**src/hdl/rde_pkg.sv**
```systemverilog
`timescale 1ns / 1ps
// ---------------------------------------------------------------------------
// rde_pkg
// types and constants shared by the radix digit emitter modules
// ---------------------------------------------------------------------------
package rde_pkg;

  // default upper bound on the minimum digit count
  localparam int MAX_DIGITS_DEF = 64;
  // digit store depth, enough for any 64-bit value in radix two
  localparam int STORE_DEPTH = 64;
  localparam int IDX_W = $clog2(STORE_DEPTH);
  localparam int CNT_W = IDX_W + 1;
  // bits of the value processed by the divider in one cycle
  localparam int DIV_BITS = 8;
  localparam int STEP_W = $clog2(64 / DIV_BITS);

  // configuration register indexes
  typedef enum logic [1:0] {
    CFG_RADIX    = 2'd0,
    CFG_ALPHA_LO = 2'd1,
    CFG_ALPHA_HI = 2'd2
  } cfg_idx_t;

  // back end sequencer states
  typedef enum logic [1:0] {
    B_IDLE,
    B_CHECK,
    B_DIV,
    B_EMIT
  } back_state_t;

  // input item
  typedef struct packed {
    logic [63:0]        value;
    logic signed [7:0]  min_digits;
  } in_item_t;

  // result item
  typedef struct packed {
    logic [7:0] digit_char;
    logic       last;
    logic       empty_res;
  } out_item_t;

  // classified item held in the queue
  typedef struct packed {
    logic [63:0]      value;
    logic [CNT_W-1:0] min_count;
  } job_t;

  // handshake between front and back
  typedef struct packed {
    logic valid;
    job_t job;
  } job_chan_t;

endpackage

```
**src/hdl/rde_front.sv**
```systemverilog
`timescale 1ns / 1ps
// ---------------------------------------------------------------------------
// rde_front
// accepts items, clamps the minimum digit count and queues them
// ---------------------------------------------------------------------------
module rde_front #(
  parameter int MAX_DIGITS = rde_pkg::MAX_DIGITS_DEF
) (
  input  logic                clk,
  input  logic                rst,
  input  logic                start,
  output logic                busy,
  input  rde_pkg::in_item_t   item,
  output rde_pkg::job_chan_t  chan,
  input  logic                job_pop
);

  localparam logic [7:0] MaxRaw = 8'(MAX_DIGITS);
  localparam logic [rde_pkg::CNT_W-1:0] MaxCnt = rde_pkg::CNT_W'(MAX_DIGITS);

  rde_pkg::job_t    q [2];
  logic             wr_ptr;
  logic             rd_ptr;
  logic [1:0]       fill;
  logic [1:0]       fill_next;
  logic             accept;
  logic             pop;
  rde_pkg::job_t    job_in;

  // minimum count: negative means one digit, large values saturate
  always_comb begin
    job_in.value = item.value;
    if (item.min_digits[7]) begin
      job_in.min_count = rde_pkg::CNT_W'(1);
    end else if (item.min_digits > $signed(MaxRaw)) begin
      job_in.min_count = MaxCnt;
    end else begin
      job_in.min_count = item.min_digits[rde_pkg::CNT_W-1:0];
    end
  end

  // handshake
  assign busy   = (fill == 2'd2);
  assign accept = start && !busy;
  assign pop    = job_pop && (fill != 2'd0);

  always_comb begin
    fill_next = fill;
    if (accept && !pop) begin
      fill_next = fill + 2'd1;
    end else if (pop && !accept) begin
      fill_next = fill - 2'd1;
    end
  end

  // two-entry queue pointers
  always_ff @(posedge clk) begin
    if (rst) begin
      fill   <= 2'd0;
      wr_ptr <= 1'b0;
      rd_ptr <= 1'b0;
    end else begin
      fill <= fill_next;
      if (accept) begin
        wr_ptr <= !wr_ptr;
      end
      if (pop) begin
        rd_ptr <= !rd_ptr;
      end
    end
  end

  // queue storage
  always_ff @(posedge clk) begin
    if (accept) begin
      q[wr_ptr] <= job_in;
    end
  end

  assign chan.valid = (fill != 2'd0);
  assign chan.job   = q[rd_ptr];

endmodule

```
**src/hdl/rde_back.sv**
```systemverilog
`timescale 1ns / 1ps
// ---------------------------------------------------------------------------
// rde_back
// divides the value down into digits, then emits them most significant first,
// or one empty result when there are no digits
module rde_back (
  input  logic                 clk,
  input  logic                 rst,
  input  logic [4:0]           radix_eff,
  input  logic [63:0]          alphabet_low,
  input  logic [63:0]          alphabet_high,
  input  rde_pkg::job_chan_t   chan,
  output logic                 job_pop,
  output logic                 strobe,
  output rde_pkg::out_item_t   result
);

  localparam int CW = rde_pkg::CNT_W;
  localparam int IW = rde_pkg::IDX_W;
  localparam int SW = rde_pkg::STEP_W;
  localparam logic [CW-1:0] Depth = CW'(rde_pkg::STORE_DEPTH);
  localparam logic [SW-1:0] LastStep = SW'((64 / rde_pkg::DIV_BITS) - 1);

  rde_pkg::back_state_t state;
  rde_pkg::back_state_t state_next;

  logic [63:0]   work;
  logic [CW-1:0] min_count;
  logic [CW-1:0] count;
  logic [3:0]    rem;
  logic [SW-1:0] step;
  logic [IW-1:0] rd_idx;
  logic [3:0]    rd_data;
  logic          s1_valid;
  logic          s1_last;
  logic [3:0]    store [rde_pkg::STORE_DEPTH];

  logic [63:0]   work_next;
  logic [3:0]    rem_next;
  logic          more;
  logic          st_wr;
  logic          rd_en;
  logic          empty_fire;
  logic [7:0]    char_sel;

  // one slice of restoring long division, several quotient bits a cycle
  always_comb begin
    logic [4:0]  t;
    logic [3:0]  r;
    logic [63:0] w;
    r = rem;
    w = work;
    for (int i = 0; i < rde_pkg::DIV_BITS; i++) begin
      t = {r, w[63]};
      if (t >= radix_eff) begin
        t = t - radix_eff;
        w = {w[62:0], 1'b1};
      end else begin
        w = {w[62:0], 1'b0};
      end
      r = t[3:0];
    end
    work_next = w;
    rem_next  = r;
  end

  // another digit is due
  assign more = ((work != 64'd0) || (count < min_count)) && (count < Depth);

  // state register
  always_ff @(posedge clk) begin
    if (rst) begin
      state <= rde_pkg::B_IDLE;
    end else begin
      state <= state_next;
    end
  end

  // next state and controls
  always_comb begin
    state_next = state;
    job_pop    = 1'b0;
    st_wr      = 1'b0;
    rd_en      = 1'b0;
    empty_fire = 1'b0;
    case (state)
      rde_pkg::B_IDLE: begin
        if (chan.valid) begin
          job_pop    = 1'b1;
          state_next = rde_pkg::B_CHECK;
        end
      end
      rde_pkg::B_CHECK: begin
        if (more) begin
          state_next = rde_pkg::B_DIV;
        end else if (count == '0) begin
          empty_fire = 1'b1;
          state_next = rde_pkg::B_IDLE;
        end else begin
          state_next = rde_pkg::B_EMIT;
        end
      end
      rde_pkg::B_DIV: begin
        if (step == LastStep) begin
          st_wr      = 1'b1;
          state_next = rde_pkg::B_CHECK;
        end
      end
      rde_pkg::B_EMIT: begin
        rd_en = 1'b1;
        if (rd_idx == '0) begin
          state_next = rde_pkg::B_IDLE;
        end
      end
      default: begin
        state_next = rde_pkg::B_IDLE;
      end
    endcase
  end

  // conversion datapath
  always_ff @(posedge clk) begin
    if (rst) begin
      work  <= 64'd0;
      count <= '0;
    end else begin
      if (job_pop) begin
        work      <= chan.job.value;
        min_count <= chan.job.min_count;
        count     <= '0;
      end
      if (state == rde_pkg::B_CHECK) begin
        rem    <= 4'd0;
        step   <= '0;
        rd_idx <= count[IW-1:0] - IW'(1);
      end
      if (state == rde_pkg::B_DIV) begin
        work <= work_next;
        rem  <= rem_next;
        step <= step + SW'(1);
        if (st_wr) begin
          count <= count + CW'(1);
        end
      end
      if (rd_en) begin
        rd_idx <= rd_idx - IW'(1);
      end
    end
  end

  // digit store, least significant digit at the lowest address
  always_ff @(posedge clk) begin
    if (st_wr) begin
      store[count[IW-1:0]] <= rem_next;
    end
    if (rd_en) begin
      rd_data <= store[rd_idx];
    end
  end

  // alphabet lookup of the digit read last cycle
  always_comb begin
    logic [63:0] word;
    word     = rd_data[3] ? alphabet_high : alphabet_low;
    char_sel = word[{rd_data[2:0], 3'b000} +: 8];
  end

  // read stage and output register
  always_ff @(posedge clk) begin
    if (rst) begin
      s1_valid <= 1'b0;
      strobe   <= 1'b0;
    end else begin
      s1_valid <= rd_en;
      strobe   <= s1_valid || empty_fire;
    end
    s1_last           <= rd_en && (rd_idx == '0);
    result.digit_char <= empty_fire ? 8'd0 : char_sel;
    result.last       <= empty_fire || s1_last;
    result.empty_res  <= empty_fire;
  end

endmodule

```
**src/hdl/radix_digit_emitter.sv**
```systemverilog
`timescale 1ns / 1ps
// ---------------------------------------------------------------------------
// radix_digit_emitter
// unsigned 64-bit value to digit characters in a radix from 2 to 16
// ---------------------------------------------------------------------------
// Usage: an item (value, min_digits) is taken at a clock edge with start high
// and busy low. The front end clamps min_digits and places the item in a
// two-entry queue; busy is high only while that queue is full.
// The back end converts one item at a time. Each digit takes a check and then
// a pass of the divider over all 64 bits of the value, which takes eight
// quotient bits per cycle. The digits then leave one per cycle, most
// significant first, each on result for one cycle with strobe high and
// last on the final one. An item's first result shows only after all of
// its digits have been divided. Value 0 with min_digits 0 gives one result
// with empty_res and last set and digit_char 0. Results cannot be held off
// by the receiver.
// Configuration (radix, alphabet_low, alphabet_high) is written through
// cfg_we / cfg_index / cfg_data; index 3 is ignored. The user must write it
// only while no conversion is pending; the block itself has no check for this.
// Reset (rst, synchronous) empties the queue, stops any conversion and sets
// radix 10 and both alphabet words to zero.
// ---------------------------------------------------------------------------
module radix_digit_emitter #(
  parameter int MAX_DIGITS = rde_pkg::MAX_DIGITS_DEF
) (
  input  logic                clk,
  input  logic                rst,
  input  logic                start,
  output logic                busy,
  input  rde_pkg::in_item_t   item,
  output logic                strobe,
  output rde_pkg::out_item_t  result,
  input  logic                cfg_we,
  input  logic [1:0]          cfg_index,
  input  logic [63:0]         cfg_data
);

  logic [4:0]          radix;
  logic [4:0]          radix_eff;
  logic [63:0]         alphabet_low;
  logic [63:0]         alphabet_high;
  rde_pkg::job_chan_t  chan;
  logic                job_pop;

  // configuration registers
  always_ff @(posedge clk) begin
    if (rst) begin
      radix         <= 5'd10;
      alphabet_low  <= 64'd0;
      alphabet_high <= 64'd0;
    end else if (cfg_we) begin
      case (cfg_index)
        rde_pkg::CFG_RADIX:    radix         <= cfg_data[4:0];
        rde_pkg::CFG_ALPHA_LO: alphabet_low  <= cfg_data;
        rde_pkg::CFG_ALPHA_HI: alphabet_high <= cfg_data;
        default: begin
        end
      endcase
    end
  end

  // radix held to the range two to sixteen
  always_comb begin
    if (radix < 5'd2) begin
      radix_eff = 5'd2;
    end else if (radix > 5'd16) begin
      radix_eff = 5'd16;
    end else begin
      radix_eff = radix;
    end
  end

  rde_front #(
    .MAX_DIGITS (MAX_DIGITS)
  ) u_front (
    .clk     (clk),
    .rst     (rst),
    .start   (start),
    .busy    (busy),
    .item    (item),
    .chan    (chan),
    .job_pop (job_pop)
  );

  rde_back u_back (
    .clk           (clk),
    .rst           (rst),
    .radix_eff     (radix_eff),
    .alphabet_low  (alphabet_low),
    .alphabet_high (alphabet_high),
    .chan          (chan),
    .job_pop       (job_pop),
    .strobe        (strobe),
    .result        (result)
  );

endmodule

```
**config.mk**
```make
export PLATFORM = sky130hd
export DESIGN_NAME = radix_digit_emitter
export DESIGN_NICKNAME = d
export VERILOG_FILES = /design/src/hdl/rde_pkg.sv /design/src/hdl/rde_front.sv /design/src/hdl/rde_back.sv /design/src/hdl/radix_digit_emitter.sv
export SDC_FILE = /design/constraint.sdc
export NUM_CORES = 1
export LEC_CHECK = 0
export BUFFER_PORTS_ARGS = -buffer_cell sky130_fd_sc_hd__buf_4
export CAP_MARGIN = 15
export CORE_ASPECT_RATIO = 1.4
export CORE_MARGIN = 4
export CORE_UTILIZATION = 53
export DETAILED_ROUTE_END_ITERATION = 10
export PLACE_DENSITY_LB_ADDON = 0.1
export RECOVER_POWER = 100
export SYNTH_ARGS = -nofsm -noshare
export SYNTH_HDL_FRONTEND = slang
export SYNTH_SLANG_ARGS = --single-unit
```
**constraint.sdc**
```tcl
create_clock -name clk -period 16.3 [get_ports clk]
set_clock_uncertainty 0.15 [all_clocks]
set_input_delay 3.26 -clock clk [delete_from_list [all_inputs] [get_ports clk]]
set_output_delay 3.26 -clock clk [all_outputs]
set_load 0.05 [all_outputs]
```
Word-level counts from Yosys, hierarchy flattened
Memory sizes are Yosys's and may differ from the RTL's. A register that Yosys moved wholly into a read port is not among the register bits.
Cells that the tools add are included.
{"block": "totals", "ff_bits": 243, "ram_bits": 398, "inputBits": 142, "out_inout_bits": 12, "n_memories": 2}
{"block": "classes", "add_sub_neg": 14, "magnitude_cmp": 13, "n_eq_ne": 10, "shifts": 1, "n_mux": 54, "bitwise_logic": 1, "n_reduce_logical": 31}
{"name": "u_back.store", "words": 64, "word_bits": 4, "read_ports": 1, "rd_clocked_by_memory_dff": 1, "wr": 1, "line": "rde_back.sv:36", "rtl": "logic [3:0] store [rde_pkg::STORE_DEPTH];"}
{"name": "u_front.q", "words": 2, "word_bits": 71, "read_ports": 1, "rd_clocked_by_memory_dff": 1, "wr": 1, "line": "rde_front.sv:21", "rtl": "rde_pkg::job_t q [2];"}
{"operator": "2-to-1 mux 64 bit", "count": 3}
{"operator": "nonzero test 64 bit", "count": 1}
{"operator": "indexed part select 64 x 7 -> 8 bit", "count": 1}
{"operator": ">= comparator 5 bit", "count": 8}
{"operator": "2-to-1 mux 4 bit", "count": 10}
{"operator": "2-to-1 mux 7 bit", "count": 5}
{"operator": "subtractor 4 bit", "count": 8}
{"operator": "2-to-1 mux 1 bit", "count": 22}
{"operator": "2-to-1 mux 2 bit", "count": 7}
{"operator": "2-to-1 mux 6 bit", "count": 2}
{"operator": "AND reduction 2 bit", "count": 6}
{"operator": "subtractor 6 x 1 -> 6 bit, second input constant", "count": 2}
{"operator": "2-to-1 mux 5 bit", "count": 2}
{"operator": "nonzero test 2 bit", "count": 5}
{"operator": "equality test 2 bit, second input constant", "count": 4}
{"operator": "greater-than comparator 8 bit, second input constant", "count": 1}
{"operator": "case mux 2 bit (4 select lines)", "count": 1}
{"operator": "adder 7 x 1 -> 7 bit, second input constant", "count": 1}
{"operator": "zero test 7 bit", "count": 1}
{"operator": "< comparator 7 bit", "count": 1}
{"operator": "< comparator 7 bit, second input constant", "count": 1}
{"operator": "logical AND 1 bit", "count": 6}
{"operator": "zero test 6 bit", "count": 1}
{"operator": "2-to-1 mux 3 bit", "count": 2}
{"operator": "14 further kinds", "count": 23}

Longest topological paths before layout
{"block": "logic_depth", "word_depth": 20, "depth_mapped": 49, "depth_no_buf": 49}

Hierarchy
Synthesis repeated with hierarchy kept, for this count alone.
{"block": "hier_totals", "hier_cells": 2156, "area_unflattened_um2": 28700.0}
{"module": "rde_back", "instances": 1, "cells_per_inst": 1387, "area_each_um2": 17773.3, "seq_area_each_um2": 10129.7}
{"module": "radix_digit_emitter", "instances": 1, "cells_per_inst": 514, "area_each_um2": 5552.8, "seq_area_each_um2": 2662.6}
{"module": "rde_front", "instances": 1, "cells_per_inst": 255, "area_each_um2": 5373.9, "seq_area_each_um2": 4364.2}

Worst setup path after synthesis
OpenSTA, ideal clock, no wires.
{"block": "synth_path", "kind": "reg-to-reg", "from": "reg radix[2]", "to": "mem u_back.store[0][0], data pin", "setup_ps": 553, "arrival_time_ps": 12307, "setup_slack_ps": 3290, "stages_incl_launch_ff": 44, "n_path_buf": 0, "period_less_slack_ps": 13010, "cell_sequence": "dfxtp_1 > nor2_1 > o21ai_0 > ha_1 > a31oi_1 > o21a_1 > mux2_2 > ha_1 > a21oi_1 > o21ai_0 > a2111oi_0 > a211oi_1 > ha_1 > nand2_1 > o21ai_0 > a31o_2 > mux2_2 > ha_1 > [... 8 more ...] > a2111oi_0 > nor3_1 > ha_1 > nand2_1 > o21ai_1 > a221o_1 > o41ai_2 > ha_1 > a21o_1 > a31oi_1 > o21ai_2 > mux2i_1 > ha_1 > a21o_1 > a31oi_1 > o21ai_1 > nor2_1 > a21oi_1"}
{"block": "synth_between", "elab_chain_len": 19}
{"element": "start: declaration", "line": "radix_digit_emitter.sv:38", "rtl": "logic [4:0] radix;"}
{"element": "start signal: assignment", "line": "radix_digit_emitter.sv:53", "rtl": "rde_pkg::CFG_RADIX: radix <= cfg_data[4:0];"}
{"element": "greater-than comparator 5 bit", "line": "radix_digit_emitter.sv:66", "rtl": "end else if (radix > 5'd16) begin"}
{"element": "2-to-1 mux 5 bit", "line": "radix_digit_emitter.sv:66"}
{"element": "2-to-1 mux 5 bit *", "line": "radix_digit_emitter.sv:64", "rtl": "if (radix < 5'd2) begin"}
{"element": "subtractor 4 bit / >= comparator 5 bit (equally long branches)", "line": "rde_back.sv:56, rde_back.sv:55"}
{"element": "2-to-1 mux 4 bit", "line": "rde_back.sv:55", "rtl": "if (t >= radix_eff) begin"}
{"element": "subtractor 4 bit / >= comparator 5 bit (equally long branches)", "line": "rde_back.sv:56, rde_back.sv:55"}
{"element": "2-to-1 mux 4 bit", "line": "rde_back.sv:55"}
{"element": "subtractor 4 bit / >= comparator 5 bit (equally long branches)", "line": "rde_back.sv:56, rde_back.sv:55"}
{"element": "[... 4 more ...]"}
{"element": "2-to-1 mux 4 bit", "line": "rde_back.sv:55"}
{"element": "subtractor 4 bit / >= comparator 5 bit (equally long branches)", "line": "rde_back.sv:56, rde_back.sv:55"}
{"element": "2-to-1 mux 4 bit", "line": "rde_back.sv:55"}
{"element": "subtractor 4 bit / >= comparator 5 bit (equally long branches)", "line": "rde_back.sv:56, rde_back.sv:55"}
{"element": "2-to-1 mux 4 bit", "line": "rde_back.sv:55"}
{"element": ">= comparator 5 bit", "line": "rde_back.sv:55"}
{"element": "2-to-1 mux 4 bit *", "line": "rde_back.sv:55"}
{"element": "via u_back.rem_next[0]", "line": "rde_back.sv:39", "rtl": "logic [3:0] rem_next;"}
{"element": "end: declaration", "line": "rde_back.sv:36"}
Mark *: on every way through the listed nets, which the timed path passes. The rest lies on a longest branch.

Final worst setup path
{"block": "layout_path", "from": "reg radix[4]", "to": "reg u_back.rem[1], data pin"}
{"block": "layout_between", "elab_chain_len": 20}
{"element": "greater-than comparator 5 bit", "line": "radix_digit_emitter.sv:66"}
{"element": "2-to-1 mux 5 bit", "line": "radix_digit_emitter.sv:66"}
{"element": "2-to-1 mux 5 bit *", "line": "radix_digit_emitter.sv:64"}
{"element": "subtractor 4 bit / >= comparator 5 bit (equally long branches)", "line": "rde_back.sv:56, rde_back.sv:55"}
{"element": "2-to-1 mux 4 bit", "line": "rde_back.sv:55"}
{"element": "subtractor 4 bit / >= comparator 5 bit (equally long branches)", "line": "rde_back.sv:56, rde_back.sv:55"}
{"element": "2-to-1 mux 4 bit", "line": "rde_back.sv:55"}
{"element": "subtractor 4 bit / >= comparator 5 bit (equally long branches)", "line": "rde_back.sv:56, rde_back.sv:55"}
{"element": "[... 5 more ...]"}
{"element": "subtractor 4 bit / >= comparator 5 bit (equally long branches)", "line": "rde_back.sv:56, rde_back.sv:55"}
{"element": "2-to-1 mux 4 bit", "line": "rde_back.sv:55"}
{"element": ">= comparator 5 bit / subtractor 4 bit (equally long branches)", "line": "rde_back.sv:55, rde_back.sv:56"}
{"element": "2-to-1 mux 4 bit", "line": "rde_back.sv:55"}
{"element": "subtractor 4 bit / >= comparator 5 bit (equally long branches)", "line": "rde_back.sv:56, rde_back.sv:55"}
{"element": "2-to-1 mux 4 bit *", "line": "rde_back.sv:55"}
{"element": "via u_back.rem_next[1]", "line": "rde_back.sv:39"}
{"element": "2-to-1 mux 4 bit *", "line": "rde_back.sv:137", "rtl": "if (state == rde_pkg::B_DIV) begin"}
{"element": "end signal: assignment", "line": "rde_back.sv:139", "rtl": "rem <= rem_next;"}
{"element": "end: declaration", "line": "rde_back.sv:30", "rtl": "logic [3:0] rem;"}
Marked as above.
A chain may end at the register's enable or synchronous reset.

==> run_results.csv <==
group,metric,value,unit
detailed_routing,drtPass1Iterations,5,
synth,ys_seq_area_frac,0.619,
floorplan,die_w,201,um
worst_setup_path,cpMostUsedCell,"ha_1",
synth,synthFlopType,"edfxtp_1",
worst_setup_path,critPathKind,"flop to flop",
worst_setup_path,reg2reg_slack,2.20,ns
timing,fmaxAchievable,70.9,MHz
worst_setup_path,cp_max_fo,65,
timing,rsz0062_at_grt,"false",
flow_run,drv_cap,9,
synth,netlist_area,0.0277,sq mm
layout,fin_area,0.0311,sq mm
clocking,cts_setup_buffers,0,
layout,areaGrowthSynthToFinish,12.1,%
floorplan,core_area,0.0514,sq mm
floorplan,io_pins,154,
worst_setup_path,critPathRequiredTime,16.62,ns
worst_setup_path,start_kind,"flop",
worst_setup_path,cp.arrival,14.42,ns
timing,setup_violations,0,
synth,synth.distinct_cells,72,
detailed_routing,ant_nets,0,
synth,synth_fp_nets,2411,
floorplan,die_h,279,um
synth,syn_inst,2205,
clocking,insertion_delay,0.63,ns
run_status,violations,"max-capacitance violations, max-slew violations",
worst_setup_path,worstSetupEndpointType,"flop",
detailed_routing,drc,0,
global_routing,grt_overflow,0,
clocking,cts_htree_levels,2,
detailed_routing,detail_route.wl_per_cell,21.5,um
synth,yosysWarnings,0,
global_routing,grt_pass1_vias,17500,
placement,dp_hpwl,43100,um
worst_setup_path,cp_slowest_cell,"mux2_2",
clocking,ctsHoldBuffers,0,
detailed_routing,vias,17400,
floorplan,die_area,0.0561,sq mm
synth,yosysTopAreaCell,"edfxtp_1",
synth,synth_area_leaders,"edfxtp_1 46%, dfxtp_1 16%, mux4_2 7.2%",
timing,finalCriticalPeriod,14.10,ns
global_routing,antenna_found_initial,4,
timing,period_share,0.865,
synth,synth_seq_cells,646,
clocking,cts.sinks,646,
timing,setup_tns,0,ns
clocking,cts_tree,"yes",
floorplan,rows,98,
detailed_routing,wl,64500,um
detailed_routing,viasPerCell,5.81,
timing,worst_pin_slew,4.14,ns
clocking,clk_pin_slew_worst_paths,0.07,ns
placement,placed_cell_area,0.0293,sq mm
clocking,cts_resized,0,
global_routing,track_usage,0.226,
worst_setup_path,cp_slowest_stage_delay,1.07,ns
synth,syn_area_per_cell,12.6,sq um
placement,io_buffers,153,
clocking,clockRootBuffer,"clkbuf_16",
run_status,status,"finished with violations",
global_routing,grt_max_degree,111,
global_routing,grt_pass1_wl,100000,um
placement,globalplace.congestion,0.836,
layout,drive_gt1_frac,0.147,
synth,synth_edf_count,422,
synth,synth_top_area_share,0.457,
floorplan,start_util,0.539,
layout,nNetsFinal,2509,
clocking,cts_buffer_depth,3,
detailed_routing,drt_iter0_drc,1136,
clocking,cts_made_buffers,59,
timing,hold_viol,0,
worst_hold_path,hold_path_class,"flop to flop",
synth,ys_async_sr_fraction,0,
timing,slew_headroom,-1.76,
timing,finalMaxSlewViolations,494,
-- final timing paths --
| check | from | end | cells past startpoint |
|---|---|---|---|
| worst max-delay path | radix[4]$_SDFFE_PP0P_ | u_back.rem[1]$_SDFFCE_PN0P_ | 44 |
| worst min-delay path | u_back.s1_last$_DFF_P_ | u_back.result[1]$_DFF_P_ | 1 |
| worst max register to register | radix[4]$_SDFFE_PP0P_ | u_back.rem[1]$_SDFFCE_PN0P_ | 44 |
| worst min register to register | u_back.s1_last$_DFF_P_ | u_back.result[1]$_DFF_P_ | 1 |
-- Yosys cell counts (all sizes together) (18+ instances only) --
cell      n
nor2b    23
a21oi   228
nor2    221
a211oi   73
edfxtp  422
ha       56
dfxtp   224
inv      49
mux2     19
buf      33
nand2   303
mux2i    98
mux4     93
nor4     22
clkbuf  108
a21o     18
-- per-layer routing --
layer / GRT usage / vias up / part of all wire
met5: 0 / - / 0.00042
met4: 0.0687 / 4 / 0.030
met3: 0.0365 / 112 / 0.049
met2: 0.407 / 465 / 0.53
met1: 0.283 / 8509 / 0.39
li1: - / 8344 / -
-- per-stage QoR --
| step | hold slack, ns | instances | worst slack, ns | util |
|---|---|---|---|---|
| global route | 0.299 | 3001 | 0.728 | 0.605 |
| CTS | 0.288 | 3000 | 2.53 | 0.609 |
| floorplan | 0.243 | 2205 | 3.29 | - |
| global placement | 0.267 | 2891 | 3.22 | 0.570 |
| detailed placement | 0.265 | 2891 | 2.60 | 0.570 |
| finish | 0.275 | 3003 | 2.20 | 0.605 |
-- layout by cell type, fill, tap and decap left out, types with 9 or more instances in the layout --
cell type	n
nor2_1	220
a21oi_1	227
a211oi_1	73
buf_4	90
xor2_1	11
nand2_1	303
mux4_2	89
nor2b_1	22
o21ai_0	10
clkbuf_16	61
nand3_1	15
a21o_1	18
xnor2_1	14
clkbuf_4	37
edfxtp_1	422
and2_1	9
inv_1	49
nand4_1	15
ha_1	56
a31oi_1	12
dfxtp_1	224
mux2_2	19
clkbuf_1	63
nor4_1	21
nand2b_1	9
clkinv_2	10
mux2i_1	98
-- layout make-up --
type                    count  area [sq um]
diodes                      2          5.00
clock buffers              78          1630
clock inverters            31           352
fillers                  4065         20300
inverters                  50           188
multi-input cells        1368          9770
flip-flops and latches    646         17200
well taps                 650           813
repair buffers            178          1160
-- kinds of logic after synthesis --
group / count (synthesis) / synth area share
AOI/OAI and AO/OA: 414 / 0.0922
buffers and inverters: 191 / 0.0289
and+or+nand+nor: 655 / 0.102
xor gates and xnor gates: 25 / 0.00790
adders and majority gates: 64 / 0.0311
DFF: 646 / 0.619
muxes: 210 / 0.119
-- registers in the layout, indices dropped and copies added (netlist names), 7 cells and up, named ones only --
name              flops
u_back.min_count      7
u_back.work          64
alphabet_high        64
u_front.q           142
u_back.count          7
u_back.result        10
u_back.store        256
alphabet_low         64
-- worst max-delay path, delay by kind of cell (launching register included) --
family	cells	cell delay [ns]
mux	4	2.01
simple gates	9	1.71
buf+inv	2	0.59
compound gates	21	6.26
flops	1	0.30
fa+ha+maj	8	2.92
Power is left out: the tool's default activity adds up to more than one toggle a clock period on the data nets, which glitch-free logic cannot reach.
